`config.mk`:
```
export PLATFORM = sky130hd
export DESIGN_NAME = coalesced_hash_table_unit_flat
export DESIGN_NICKNAME = d
export VERILOG_FILES = /design/src/rtl/core/cht_pkg.sv /design/src/rtl/core/cht_if.sv /design/src/rtl/core/cht_useq.sv /design/src/rtl/core/cht_dpath.sv /design/src/rtl/core/coalesced_hash_table_unit.sv /design/src/flat_wrapper.sv
export SDC_FILE = /design/constraint.sdc
export NUM_CORES = 2
export LEC_CHECK = 0
export BUFFER_PORTS_ARGS = -buffer_cell sky130_fd_sc_hd__buf_2
export CAP_MARGIN = 20
export CELL_PAD_IN_SITES_DETAIL_PLACEMENT = 1
export CELL_PAD_IN_SITES_GLOBAL_PLACEMENT = 2
export CORE_MARGIN = 2
export CORE_UTILIZATION = 46
export CTS_CLUSTER_SIZE = 24
export DETAILED_ROUTE_END_ITERATION = 16
export MAX_ROUTING_LAYER = met4
export PLACE_DENSITY = 0.82
export SLEW_MARGIN = 25
export SYNTH_ARGS = -nofsm -noshare
export SYNTH_HDL_FRONTEND = slang
export SYNTH_SLANG_ARGS = --single-unit
export TNS_END_PERCENT = 10
```
`constraint.sdc`:
```
create_clock -name clk -period 5.15 [get_ports clk]
set_input_delay 0.2575 -clock clk [delete_from_list [all_inputs] [get_ports clk]]
set_output_delay 0.2575 -clock clk [all_outputs]
set_load 0.05 [all_outputs]
```
`src/rtl/core/cht_pkg.sv`:
```
`timescale 1ns / 1ps
// Shared constants, control word layout and microcode program of the hash table unit.
package cht_pkg;

	// Table geometry: a power of two, so the home slot is the low key bits
	localparam int TABLE_SIZE = 32;
	localparam int SLOT_W     = 5;
	localparam int KEY_W      = 31;
	localparam int ST_W       = 3;
	localparam int PC_W       = 5;

	// Result status codes
	localparam logic [ST_W-1:0] ST_INSERTED = 3'd0;
	localparam logic [ST_W-1:0] ST_DUP      = 3'd1;
	localparam logic [ST_W-1:0] ST_FULL     = 3'd2;
	localparam logic [ST_W-1:0] ST_FOUND    = 3'd3;
	localparam logic [ST_W-1:0] ST_NOTFOUND = 3'd4;
	localparam logic [ST_W-1:0] ST_INVALID  = 3'd5;

	// Slot pointer source
	typedef logic [2:0] pos_sel_t;
	localparam pos_sel_t P_HOLD = 3'd0;
	localparam pos_sel_t P_LOAD = 3'd1;
	localparam pos_sel_t P_ADV  = 3'd2;
	localparam pos_sel_t P_HOME = 3'd3;
	localparam pos_sel_t P_LINK = 3'd4;

	// Result slot source
	typedef logic [1:0] slot_sel_t;
	localparam slot_sel_t S_KEEP = 2'd0;
	localparam slot_sel_t S_POS  = 2'd1;
	localparam slot_sel_t S_ZERO = 2'd2;

	// Datapath action
	typedef logic [1:0] act_t;
	localparam act_t A_NONE  = 2'd0;
	localparam act_t A_PLACE = 2'd1;
	localparam act_t A_LINK  = 2'd2;
	localparam act_t A_EMIT  = 2'd3;

	// Jump conditions
	typedef logic [3:0] cond_t;
	localparam cond_t C_NEXT   = 4'd0;
	localparam cond_t C_ALWAYS = 4'd1;
	localparam cond_t C_NACC   = 4'd2;
	localparam cond_t C_KEYZ   = 4'd3;
	localparam cond_t C_FIND   = 4'd4;
	localparam cond_t C_EMPTY  = 4'd5;
	localparam cond_t C_HIT    = 4'd6;
	localparam cond_t C_NHOME  = 4'd7;
	localparam cond_t C_HOME   = 4'd8;
	localparam cond_t C_NOLINK = 4'd9;
	localparam cond_t C_NLAST  = 4'd10;
	localparam cond_t C_BUSY   = 4'd11;

	typedef logic [PC_W-1:0] pc_t;

	// One microcode word
	typedef struct packed {
		logic      rdy;
		pos_sel_t  pos_sel;
		slot_sel_t slot_sel;
		logic      st_we;
		logic [ST_W-1:0] st;
		act_t      act;
		cond_t     cond;
		pc_t       target;
	} ctrl_t;

	// Datapath status seen by the sequencer
	typedef struct packed {
		logic in_acc;
		logic key_zero;
		logic find;
		logic empty;
		logic hit;
		logic at_home;
		logic link_vld;
		logic last;
		logic out_busy;
	} flags_t;

	// Program labels
	localparam pc_t L_WAIT   = 5'd0;
	localparam pc_t L_CHKZ   = 5'd1;
	localparam pc_t L_DISP   = 5'd2;
	localparam pc_t L_PROBE  = 5'd3;
	localparam pc_t L_PADV   = 5'd4;
	localparam pc_t L_PWRAP  = 5'd5;
	localparam pc_t L_FULL   = 5'd6;
	localparam pc_t L_PLACE  = 5'd7;
	localparam pc_t L_CHAIN  = 5'd8;
	localparam pc_t L_WALK   = 5'd9;
	localparam pc_t L_HOP    = 5'd10;
	localparam pc_t L_LINK   = 5'd11;
	localparam pc_t L_FIND   = 5'd12;
	localparam pc_t L_FADV   = 5'd13;
	localparam pc_t L_NF     = 5'd14;
	localparam pc_t L_FOUND  = 5'd15;
	localparam pc_t L_INV    = 5'd16;
	localparam pc_t L_DUP    = 5'd17;
	localparam pc_t L_EMIT   = 5'd18;
	localparam pc_t L_DONE   = 5'd19;

	// Microcode ROM: rdy, pos_sel, slot_sel, st_we, st, act, cond, target
	function automatic ctrl_t ucode_rom(input pc_t pc);
		ctrl_t w;
		w = ctrl_t'{1'b0, P_HOLD, S_KEEP, 1'b0, ST_INSERTED, A_NONE, C_ALWAYS, L_WAIT};
		unique case (pc)
			// wait for a transfer, point at the first slot to read
			L_WAIT:  w = ctrl_t'{1'b1, P_LOAD, S_KEEP, 1'b0, ST_INSERTED, A_NONE,
				C_NACC, L_WAIT};
			L_CHKZ:  w = ctrl_t'{1'b0, P_HOLD, S_KEEP, 1'b0, ST_INSERTED, A_NONE,
				C_KEYZ, L_INV};
			L_DISP:  w = ctrl_t'{1'b0, P_HOLD, S_KEEP, 1'b0, ST_INSERTED, A_NONE,
				C_FIND, L_FIND};
			// insert: linear probe for duplicate or empty slot
			L_PROBE: w = ctrl_t'{1'b0, P_HOLD, S_KEEP, 1'b0, ST_INSERTED, A_NONE,
				C_EMPTY, L_PLACE};
			L_PADV:  w = ctrl_t'{1'b0, P_ADV, S_KEEP, 1'b0, ST_INSERTED, A_NONE,
				C_HIT, L_DUP};
			L_PWRAP: w = ctrl_t'{1'b0, P_HOLD, S_KEEP, 1'b0, ST_INSERTED, A_NONE,
				C_NHOME, L_PROBE};
			L_FULL:  w = ctrl_t'{1'b0, P_HOLD, S_ZERO, 1'b1, ST_FULL, A_NONE,
				C_ALWAYS, L_EMIT};
			// store the key; done if it landed at home
			L_PLACE: w = ctrl_t'{1'b0, P_HOLD, S_POS, 1'b1, ST_INSERTED, A_PLACE,
				C_HOME, L_EMIT};
			// walk the chain from home to its tail
			L_CHAIN: w = ctrl_t'{1'b0, P_HOME, S_KEEP, 1'b0, ST_INSERTED, A_NONE,
				C_NEXT, L_WAIT};
			L_WALK:  w = ctrl_t'{1'b0, P_HOLD, S_KEEP, 1'b0, ST_INSERTED, A_NONE,
				C_NOLINK, L_LINK};
			L_HOP:   w = ctrl_t'{1'b0, P_LINK, S_KEEP, 1'b0, ST_INSERTED, A_NONE,
				C_ALWAYS, L_WALK};
			L_LINK:  w = ctrl_t'{1'b0, P_HOLD, S_KEEP, 1'b0, ST_INSERTED, A_LINK,
				C_ALWAYS, L_EMIT};
			// find: scan from slot zero upward
			L_FIND:  w = ctrl_t'{1'b0, P_HOLD, S_KEEP, 1'b0, ST_INSERTED, A_NONE,
				C_HIT, L_FOUND};
			L_FADV:  w = ctrl_t'{1'b0, P_ADV, S_KEEP, 1'b0, ST_INSERTED, A_NONE,
				C_NLAST, L_FIND};
			L_NF:    w = ctrl_t'{1'b0, P_HOLD, S_ZERO, 1'b1, ST_NOTFOUND, A_NONE,
				C_ALWAYS, L_EMIT};
			L_FOUND: w = ctrl_t'{1'b0, P_HOLD, S_POS, 1'b1, ST_FOUND, A_NONE,
				C_ALWAYS, L_EMIT};
			L_INV:   w = ctrl_t'{1'b0, P_HOLD, S_ZERO, 1'b1, ST_INVALID, A_NONE,
				C_ALWAYS, L_EMIT};
			L_DUP:   w = ctrl_t'{1'b0, P_HOLD, S_ZERO, 1'b1, ST_DUP, A_NONE,
				C_ALWAYS, L_EMIT};
			// hand the result to the output register
			L_EMIT:  w = ctrl_t'{1'b0, P_HOLD, S_KEEP, 1'b0, ST_INSERTED, A_EMIT,
				C_BUSY, L_EMIT};
			L_DONE:  w = ctrl_t'{1'b0, P_HOLD, S_KEEP, 1'b0, ST_INSERTED, A_NONE,
				C_ALWAYS, L_WAIT};
			default: w = ctrl_t'{1'b0, P_HOLD, S_KEEP, 1'b0, ST_INSERTED, A_NONE,
				C_ALWAYS, L_WAIT};
		endcase
		return w;
	endfunction

endpackage

```
`src/rtl/core/cht_if.sv`:
```
`timescale 1ns / 1ps
// Request and response channel interfaces of the hash table unit.
interface cht_req_if;
	logic                     valid;
	logic                     ready;
	logic                     mode;
	logic [cht_pkg::KEY_W-1:0] key;

	modport source (output valid, output mode, output key, input ready);
	modport sink   (input valid, input mode, input key, output ready);
endinterface

interface cht_rsp_if;
	logic                      valid;
	logic                      ready;
	logic [cht_pkg::ST_W-1:0]   status;
	logic [cht_pkg::SLOT_W-1:0] slot;

	modport source (output valid, output status, output slot, input ready);
	modport sink   (input valid, input status, input slot, output ready);
endinterface

```
`src/rtl/core/cht_useq.sv`:
```
`timescale 1ns / 1ps
// Microcode sequencer: step counter, control ROM and conditional jumps.
module cht_useq (
	input  logic            clk,
	input  logic            arst_n,
	input  cht_pkg::flags_t flags,
	output cht_pkg::ctrl_t  ctrl
);
	import cht_pkg::*;

	pc_t  pc_q;
	logic take;

	assign ctrl = ucode_rom(pc_q);

	// jump condition select
	always_comb begin
		unique case (ctrl.cond)
			C_NEXT:   take = 1'b0;
			C_ALWAYS: take = 1'b1;
			C_NACC:   take = !flags.in_acc;
			C_KEYZ:   take = flags.key_zero;
			C_FIND:   take = flags.find;
			C_EMPTY:  take = flags.empty;
			C_HIT:    take = flags.hit;
			C_NHOME:  take = !flags.at_home;
			C_HOME:   take = flags.at_home;
			C_NOLINK: take = !flags.link_vld;
			C_NLAST:  take = !flags.last;
			C_BUSY:   take = flags.out_busy;
			default:  take = 1'b1;
		endcase
	end

	// step counter
	always_ff @(posedge clk or negedge arst_n) begin
		if (!arst_n) begin
			pc_q <= L_WAIT;
		end else if (take) begin
			pc_q <= ctrl.target;
		end else begin
			pc_q <= pc_q + pc_t'(1);
		end
	end

endmodule

```
`src/rtl/core/cht_dpath.sv`:
```
`timescale 1ns / 1ps
// Datapath: slot pointer, key and link memories, valid bits, result and output registers.
module cht_dpath (
	input  logic            clk,
	input  logic            arst_n,
	input  cht_pkg::ctrl_t  ctrl,
	output cht_pkg::flags_t flags,
	cht_req_if.sink         req,
	cht_rsp_if.source       rsp
);
	import cht_pkg::*;

	typedef logic [SLOT_W-1:0] slot_t;

	// stored table
	logic [KEY_W-1:0] key_mem [TABLE_SIZE];
	slot_t            link_mem [TABLE_SIZE];
	logic [TABLE_SIZE-1:0] used_q;
	logic [TABLE_SIZE-1:0] lvld_q;

	logic [KEY_W-1:0] key_q;
	logic             mode_q;
	slot_t            pos_q;
	slot_t            pos_next;
	slot_t            home;
	logic [KEY_W-1:0] rkey_q;
	slot_t            rlink_q;
	logic [KEY_W-1:0] eff_key;
	logic [ST_W-1:0]  res_status_q;
	slot_t            res_slot_q;
	logic             out_valid_q;
	logic [ST_W-1:0]  out_status_q;
	slot_t            out_slot_q;
	logic             in_acc;
	logic             out_busy;
	logic             do_emit;

	assign req.ready = ctrl.rdy;
	assign in_acc    = req.valid && ctrl.rdy;
	assign home      = key_q[SLOT_W-1:0];
	assign out_busy  = out_valid_q && !rsp.ready;
	assign do_emit   = (ctrl.act == A_EMIT) && !out_busy;

	// next slot pointer; also the read address of both memories
	always_comb begin
		unique case (ctrl.pos_sel)
			P_HOLD:  pos_next = pos_q;
			P_LOAD:  pos_next = req.mode ? slot_t'(0) : req.key[SLOT_W-1:0];
			P_ADV:   pos_next = (pos_q == slot_t'(TABLE_SIZE - 1)) ? slot_t'(0)
				: pos_q + slot_t'(1);
			P_HOME:  pos_next = home;
			P_LINK:  pos_next = rlink_q;
			default: pos_next = pos_q;
		endcase
	end

	// an unused slot reads as empty
	assign eff_key = used_q[pos_q] ? rkey_q : '0;

	always_comb begin
		flags.in_acc   = in_acc;
		flags.key_zero = (key_q == '0);
		flags.find     = mode_q;
		flags.empty    = (eff_key == '0);
		flags.hit      = used_q[pos_q] && (rkey_q == key_q);
		flags.at_home  = (pos_q == home);
		flags.link_vld = lvld_q[pos_q];
		flags.last     = (pos_q == slot_t'(TABLE_SIZE - 1));
		flags.out_busy = out_busy;
	end

	// memories: one write port, registered read at pos_next
	always_ff @(posedge clk) begin
		if (ctrl.act == A_PLACE) begin
			key_mem[pos_q] <= key_q;
		end
		if (ctrl.act == A_LINK) begin
			link_mem[pos_q] <= res_slot_q;
		end
		rkey_q  <= key_mem[pos_next];
		rlink_q <= link_mem[pos_next];
	end

	// request capture and pointer
	always_ff @(posedge clk or negedge arst_n) begin
		if (!arst_n) begin
			key_q  <= '0;
			mode_q <= 1'b0;
			pos_q  <= '0;
		end else begin
			pos_q <= pos_next;
			if (in_acc) begin
				key_q  <= req.key;
				mode_q <= req.mode;
			end
		end
	end

	// per-slot valid bits
	always_ff @(posedge clk or negedge arst_n) begin
		if (!arst_n) begin
			used_q <= '0;
			lvld_q <= '0;
		end else if (ctrl.act == A_PLACE) begin
			used_q[pos_q] <= 1'b1;
			lvld_q[pos_q] <= 1'b0;
		end else if (ctrl.act == A_LINK) begin
			lvld_q[pos_q] <= 1'b1;
		end
	end

	// result being built
	always_ff @(posedge clk) begin
		if (ctrl.st_we) begin
			res_status_q <= ctrl.st;
		end
		case (ctrl.slot_sel)
			S_POS:   res_slot_q <= pos_q;
			S_ZERO:  res_slot_q <= '0;
			default: res_slot_q <= res_slot_q;
		endcase
	end

	// output register
	always_ff @(posedge clk or negedge arst_n) begin
		if (!arst_n) begin
			out_valid_q  <= 1'b0;
			out_status_q <= '0;
			out_slot_q   <= '0;
		end else if (do_emit) begin
			out_valid_q  <= 1'b1;
			out_status_q <= res_status_q;
			out_slot_q   <= res_slot_q;
		end else if (rsp.ready) begin
			out_valid_q <= 1'b0;
		end
	end

	assign rsp.valid  = out_valid_q;
	assign rsp.status = out_status_q;
	assign rsp.slot   = out_slot_q;

endmodule

```
`src/rtl/core/coalesced_hash_table_unit.sv`:
```
`timescale 1ns / 1ps
// Top level of the coalesced-chaining hash table unit.
//
//   channel  role   payload            transfer when
//   req      sink   mode, key          req.valid && req.ready
//   rsp      source status, slot       rsp.valid && rsp.ready
//
// One request at a time; ready returns by way of L_DONE after the result is loaded.
// Insert: probes occupied slots from home; off home, the new slot is then linked to the
// chain tail found from home. Duplicate: a hit while probing; full table: back at home.
//   Find: scans from slot zero to the hit, or the last slot for a miss; the one read port reads a slot a step.
// Reset clears the slot valid bits at once; the table is usable right away.
// A result waits in the output register; the next request is taken meanwhile.
module coalesced_hash_table_unit (
	input logic       clk,
	input logic       arst_n,
	cht_req_if.sink   req,
	cht_rsp_if.source rsp
);
	import cht_pkg::*;

	ctrl_t  ctrl;
	flags_t flags;

	cht_useq u_useq (
		.clk    (clk),
		.arst_n (arst_n),
		.flags  (flags),
		.ctrl   (ctrl)
	);

	cht_dpath u_dpath (
		.clk    (clk),
		.arst_n (arst_n),
		.ctrl   (ctrl),
		.flags  (flags),
		.req    (req),
		.rsp    (rsp)
	);

`ifndef SYNTHESIS
	// a new request is never taken in the cycle after a transfer
	a_one_at_a_time: assert property (@(posedge clk) disable iff (!arst_n)
		(req.valid && req.ready) |=> !req.ready)
		else $error("request taken back to back");

	// only inserted and found results carry a slot
	a_slot_zero: assert property (@(posedge clk) disable iff (!arst_n)
		(rsp.valid && (rsp.status != ST_INSERTED) && (rsp.status != ST_FOUND))
		|-> (rsp.slot == '0))
		else $error("slot set on a result without one");

	// status stays within the defined codes
	a_status_range: assert property (@(posedge clk) disable iff (!arst_n)
		rsp.valid |-> (rsp.status <= ST_INVALID))
		else $error("undefined status code");
`endif

endmodule
```
`src/flat_wrapper.sv`:
```
// flat-port wrapper written by rule: the top's interface ports become plain ports
module coalesced_hash_table_unit_flat import cht_pkg::*;
  (clk, arst_n, req_valid, req_mode, req_key, req_ready, rsp_valid, rsp_status, rsp_slot, rsp_ready);
  cht_req_if req_i ();
  cht_rsp_if rsp_i ();
  input logic clk;
  input logic arst_n;
  input wire logic [$bits(req_i.valid)-1:0] req_valid;
  input wire logic [$bits(req_i.mode)-1:0] req_mode;
  input wire logic [$bits(req_i.key)-1:0] req_key;
  output wire logic [$bits(req_i.ready)-1:0] req_ready;
  output wire logic [$bits(rsp_i.valid)-1:0] rsp_valid;
  output wire logic [$bits(rsp_i.status)-1:0] rsp_status;
  output wire logic [$bits(rsp_i.slot)-1:0] rsp_slot;
  input wire logic [$bits(rsp_i.ready)-1:0] rsp_ready;
  assign req_i.valid = req_valid;
  assign req_i.mode = req_mode;
  assign req_i.key = req_key;
  assign req_ready = req_i.ready;
  assign rsp_valid = rsp_i.valid;
  assign rsp_status = rsp_i.status;
  assign rsp_slot = rsp_i.slot;
  assign rsp_i.ready = rsp_ready;
  coalesced_hash_table_unit u_core (.clk(clk), .arst_n(arst_n), .req(req_i), .rsp(rsp_i));
endmodule
```
==> summary.md <==
| Metric | Value |
|---|---|
| Core Area | 112,200 um^2 |
| Final Power | 41.44 mW |
| Via density | 6.074 |
| Worst-Skew Late Latency | 0.75 ns |
| Hold Fails Final Rpt | 0 |
| Via Count | approximately 33,000 |
| Synth Warn # | 0 |
| Yosys reg bits | 1,311 |
| Share of cells above drive strength 1 | 14.86% |
| Critical path required time | 5.72 ns |
| CTS Root Cell | clkbuf_16 |
| Global-route wire length before repair | 234,200 um |
| Number of global-route vias before repair | 33,817 |
| Met1 Use GR | 36.99% |
| Status | finished, final reports clean |
| DIE AREA | 115,500 um^2 |
| GRT Util Overall | around 29% |
| IO Port Bufs | between 40 and 50 |
| CTS max path bufs | 3 |
| Lkg Pwr | 20.66 nW |
| # IOs | 46 |
| Power per standard cell area | 697.9 nW/um^2 |
| Yosys cell types | 64 |
| Syn Inst Count | approximately 3,600 |
| Starting density of the core | 46.26% |
| CTS sink cnt | 1,311 |
| Worst slew pin tran | 1.115 ns |
| Area Overhead vs Synth | 14.38% |
| Crit Path Class | flop to flop |
| Worst VDD drop | 0.0006564 V |
| Peak fanout along the critical path | 30 |
| Antenna violations before repair | 2 |
| N_diodes | 0 |
| Total wire length | 161,700 um |
| Crit share post-route | 94.81% |
| CP startpoint kind | flop |
| GRT overflow | 0 |
| DRT Pass-1 Iters | 5 |
| CP endpoint kind | flop |
| H-tree depth | 4 |
| DR DRC count | 0 |
| Largest net degree at the start of global routing | 114 |
| GP Congestion | 0.8297 |
| Fill cells | about 11,000 |
| Post-synth EDFFs | 1,160 |
| CTS tree | yes |
| Mean area per synthesized cell | about 14 um^2 |
| Skew final | a little over 0.03 ns |
| Final setup vio count | 0 |
| Horiz. Die Dim | approximately 340 um |
| Syn_nets | 3,659 |
| Avg WL per Cell | 30.12 um |
| Antenna-violating nets left | 0 |
| R2r startpoint | u_core.u_useq.pc_q[1]$_DFF_PN0_ |
| Crit path from | u_core.u_useq.pc_q[1]$_DFF_PN0_ |
| CP arrival | 5.45 ns |
| Max-Cap Viols | 0 |
| M3 GR Usage | 4.558% |
| Final std cells w/o fill | 5,369 |
| Register area share after synthesis | between 70% and 80% |
| Area of the multi-input gates | between 10,000 and 15,000 um^2 |
| DP HPWL | 94,350 um |
| Row Count | 123 |
| DRT iter0 DRCs | 3,407 |
| Placed insts | just over 5,000 |
| Nets@finish | 3,811 |
| Storage cell area | 38,440 um^2 |
| Reg2Reg Depth | 12 |
| Max Clock Freq | 204.8 MHz |
| Prevailing post-synth register cell | edfxtp_1 |
| Num CTS Buffers | 136 |
| Post-CTS Setup Bufs | 0 |
| Relative slew slack | approximately a quarter |
| Mapped Area | 51,900 um^2 |
| Async SR Flop Fraction | 8.772% |
| Global routing's busiest layer | met2 |
| Final count of pins violating max slew | 0 |
| Met2 Resource Use GR | a little under half |
| DIE HEIGHT | 339.9 um |
| Min Tclk post-route | 4.883 ns |
| Hold WC Path Type | primary input to asynchronous set/reset pin |
| Unrepaired setup endpoints after global routing | no |
| Clock-pin transition on the worst setup and hold timing paths | 0.06 ns |
| Setup TNS | 0 ns |
[layout make-up]
type,count,share of cell area (%)
flip-flops and latches,1311,64.75
multi-input cells,2056,21.35
clock buffers,191,6.268
repair buffers,231,3.361
well taps,1500,3.161
clock inverters,61,0.9568
inverters,19,0.1538
[critical path, cell delays in order (launching register included)]
cell	delay, ns
dfrtp_1	0.48
inv_1	0.17
ha_1	0.37
and4bb_1	0.27
a211oi_1	0.22
nor2_2	0.15
o21ai_4	0.79
inv_6	0.29
nand3_2	0.44
buf_4	0.29
o22ai_1	0.12
a2111oi_0	0.82
a2111oi_0	0.28
[power by group]
group          internal [mW]  leakage (nW)  switching, mW  total [mW]
combinational           5.32          6.31           11.9        17.2
clock                   5.40          2.10           4.19        9.59
sequential              13.7          12.3          0.937        14.6
total                   24.4          20.7           17.0        41.4
[cells in the mapped netlist (5+ instances only)]
| library cell | count | area [um^2] |
|---|---|---|
| a2111oi_0 | 71 | 621.9 |
| a21oi_1 | 151 | 755.7 |
| a22oi_1 | 5 | 37.54 |
| a31oi_1 | 75 | 469.2 |
| and2_1 | 6 | 37.54 |
| and3_1 | 78 | 488.0 |
| buf_1 | 14 | 52.55 |
| buf_2 | 60 | 300.3 |
| buf_4 | 21 | 157.7 |
| clkbuf_1 | 118 | 442.9 |
| dfrtp_1 | 115 | 2878 |
| dfxtp_1 | 36 | 720.7 |
| edfxtp_1 | 1160 | 34830 |
| ha_1 | 20 | 250.2 |
| inv_1 | 14 | 52.55 |
| mux2_2 | 42 | 473.0 |
| mux2i_1 | 147 | 1471 |
| mux4_2 | 52 | 1171 |
| nand2_1 | 775 | 2909 |
| nand2b_1 | 7 | 43.79 |
| nand3_1 | 163 | 815.8 |
| nand4_1 | 15 | 93.84 |
| nor2_1 | 74 | 277.8 |
| nor2b_1 | 12 | 75.07 |
| nor3_1 | 6 | 30.03 |
| nor4_1 | 22 | 137.6 |
| o21ai_0 | 64 | 320.3 |
| o21ai_1 | 19 | 95.09 |
| o22ai_1 | 106 | 663.1 |
| o31ai_1 | 28 | 210.2 |
| or2_2 | 33 | 206.5 |
| xnor2_1 | 15 | 131.4 |
| xor2_1 | 25 | 219.0 |
[state kept, by name, summed over array words and instances (netlist names), named ones only]
| register | cells |
|---|---|
| u_core.u_dpath.mode_q | 1 |
| u_core.u_dpath.rlink_q | 5 |
| u_core.u_dpath.rsp.valid | 1 |
| u_core.u_dpath.link_mem | 160 |
| u_core.u_dpath.used_q | 32 |
| u_core.u_dpath.key_mem | 992 |
| u_core.u_dpath.rsp.slot | 5 |
| u_core.u_dpath.pos_q | 5 |
| u_core.u_dpath.res_slot_q | 5 |
| u_core.u_dpath.res_status_q | 3 |
| u_core.u_useq.pc_q | 5 |
| u_core.u_dpath.rkey_q | 31 |
| u_core.u_dpath.rsp.status | 3 |
| u_core.u_dpath.key_q | 31 |
[per-stage QoR]
stage               hold WS (ns)  instance area (um^2)  setup WS (ns)  utilization, %
global route              0.1427                 59370        0.05736           52.92
CTS                       0.1201                 59360         0.2619           52.91
finish                    0.1153                 59370         0.2671           52.92
floorplan               -0.03809                 51900         0.5764               -
detailed placement        0.3615                 54730         0.2781           48.78
global placement          0.3513                 54690         0.4530           48.75
[path summary, 6_finish.rpt]
path / end / slack (ns)
setup / recovery: u_core.u_dpath.rkey_q[9]$_DFF_P_ / 0.27
hold / removal: u_core.u_dpath.key_q[10]$_DFFE_PN0P_ / 0.12
setup reg to reg: u_core.u_dpath.rkey_q[9]$_DFF_P_ / 0.27
hold reg to reg: u_core.u_dpath.used_q[26]$_DFFE_PN0P_ / 0.46
max in group asynchronous: u_core.u_dpath.key_q[8]$_DFFE_PN0P_ / 3.68
min in group clk: u_core.u_dpath.key_q[6]$_DFFE_PN0P_ / 0.27
[timing repair]
action | 4_1_cts | 5_1_grt
endpoints found under the hold margin | 99 | 0
hold buffers | 34 | 0
resized for setup | 0 | 1
setup endpoints to repair | 0 | 4
[cell usage in the layout, fill, tap and decap left out, types with 14 or more instances in the layout]
cell	count
clkinv_2	20
nand3_1	160
clkbuf_16	137
a21oi_1	151
mux2i_1	147
nor2_4	29
edfxtp_1	1160
a2111oi_0	71
buf_2	44
o22ai_1	106
a31oi_1	75
o31ai_1	28
or2_2	33
xor2_1	25
clkbuf_1	45
mux2_2	42
o21ai_1	19
mux4_2	52
o21ai_0	64
clkinv_1	20
dfrtp_1	109
dlygate4sd3_1	34
buf_4	130
xnor2_1	15
nand2_1	770
nor4_1	21
nand4_1	15
ha_1	20
nor2_1	45
inv_1	14
and3_1	77
buf_12	21
dfxtp_1	36
[metal layers]
layer,wire (um),up-vias
li1,-,13874
met5,0,-
met1,64690,16980
met3,11980,333
met2,78920,1423
met4,6134,0
[cells by family after synthesis]
logic type,synth area share [%]
simple gates,10.14
compound gates,6.552
flops,74.04
xor+xnor,0.6750
mux,6.046
buf+inv,2.061
fa+ha+maj,0.4821
No activity file was read; power rests on OpenSTA's default activity.
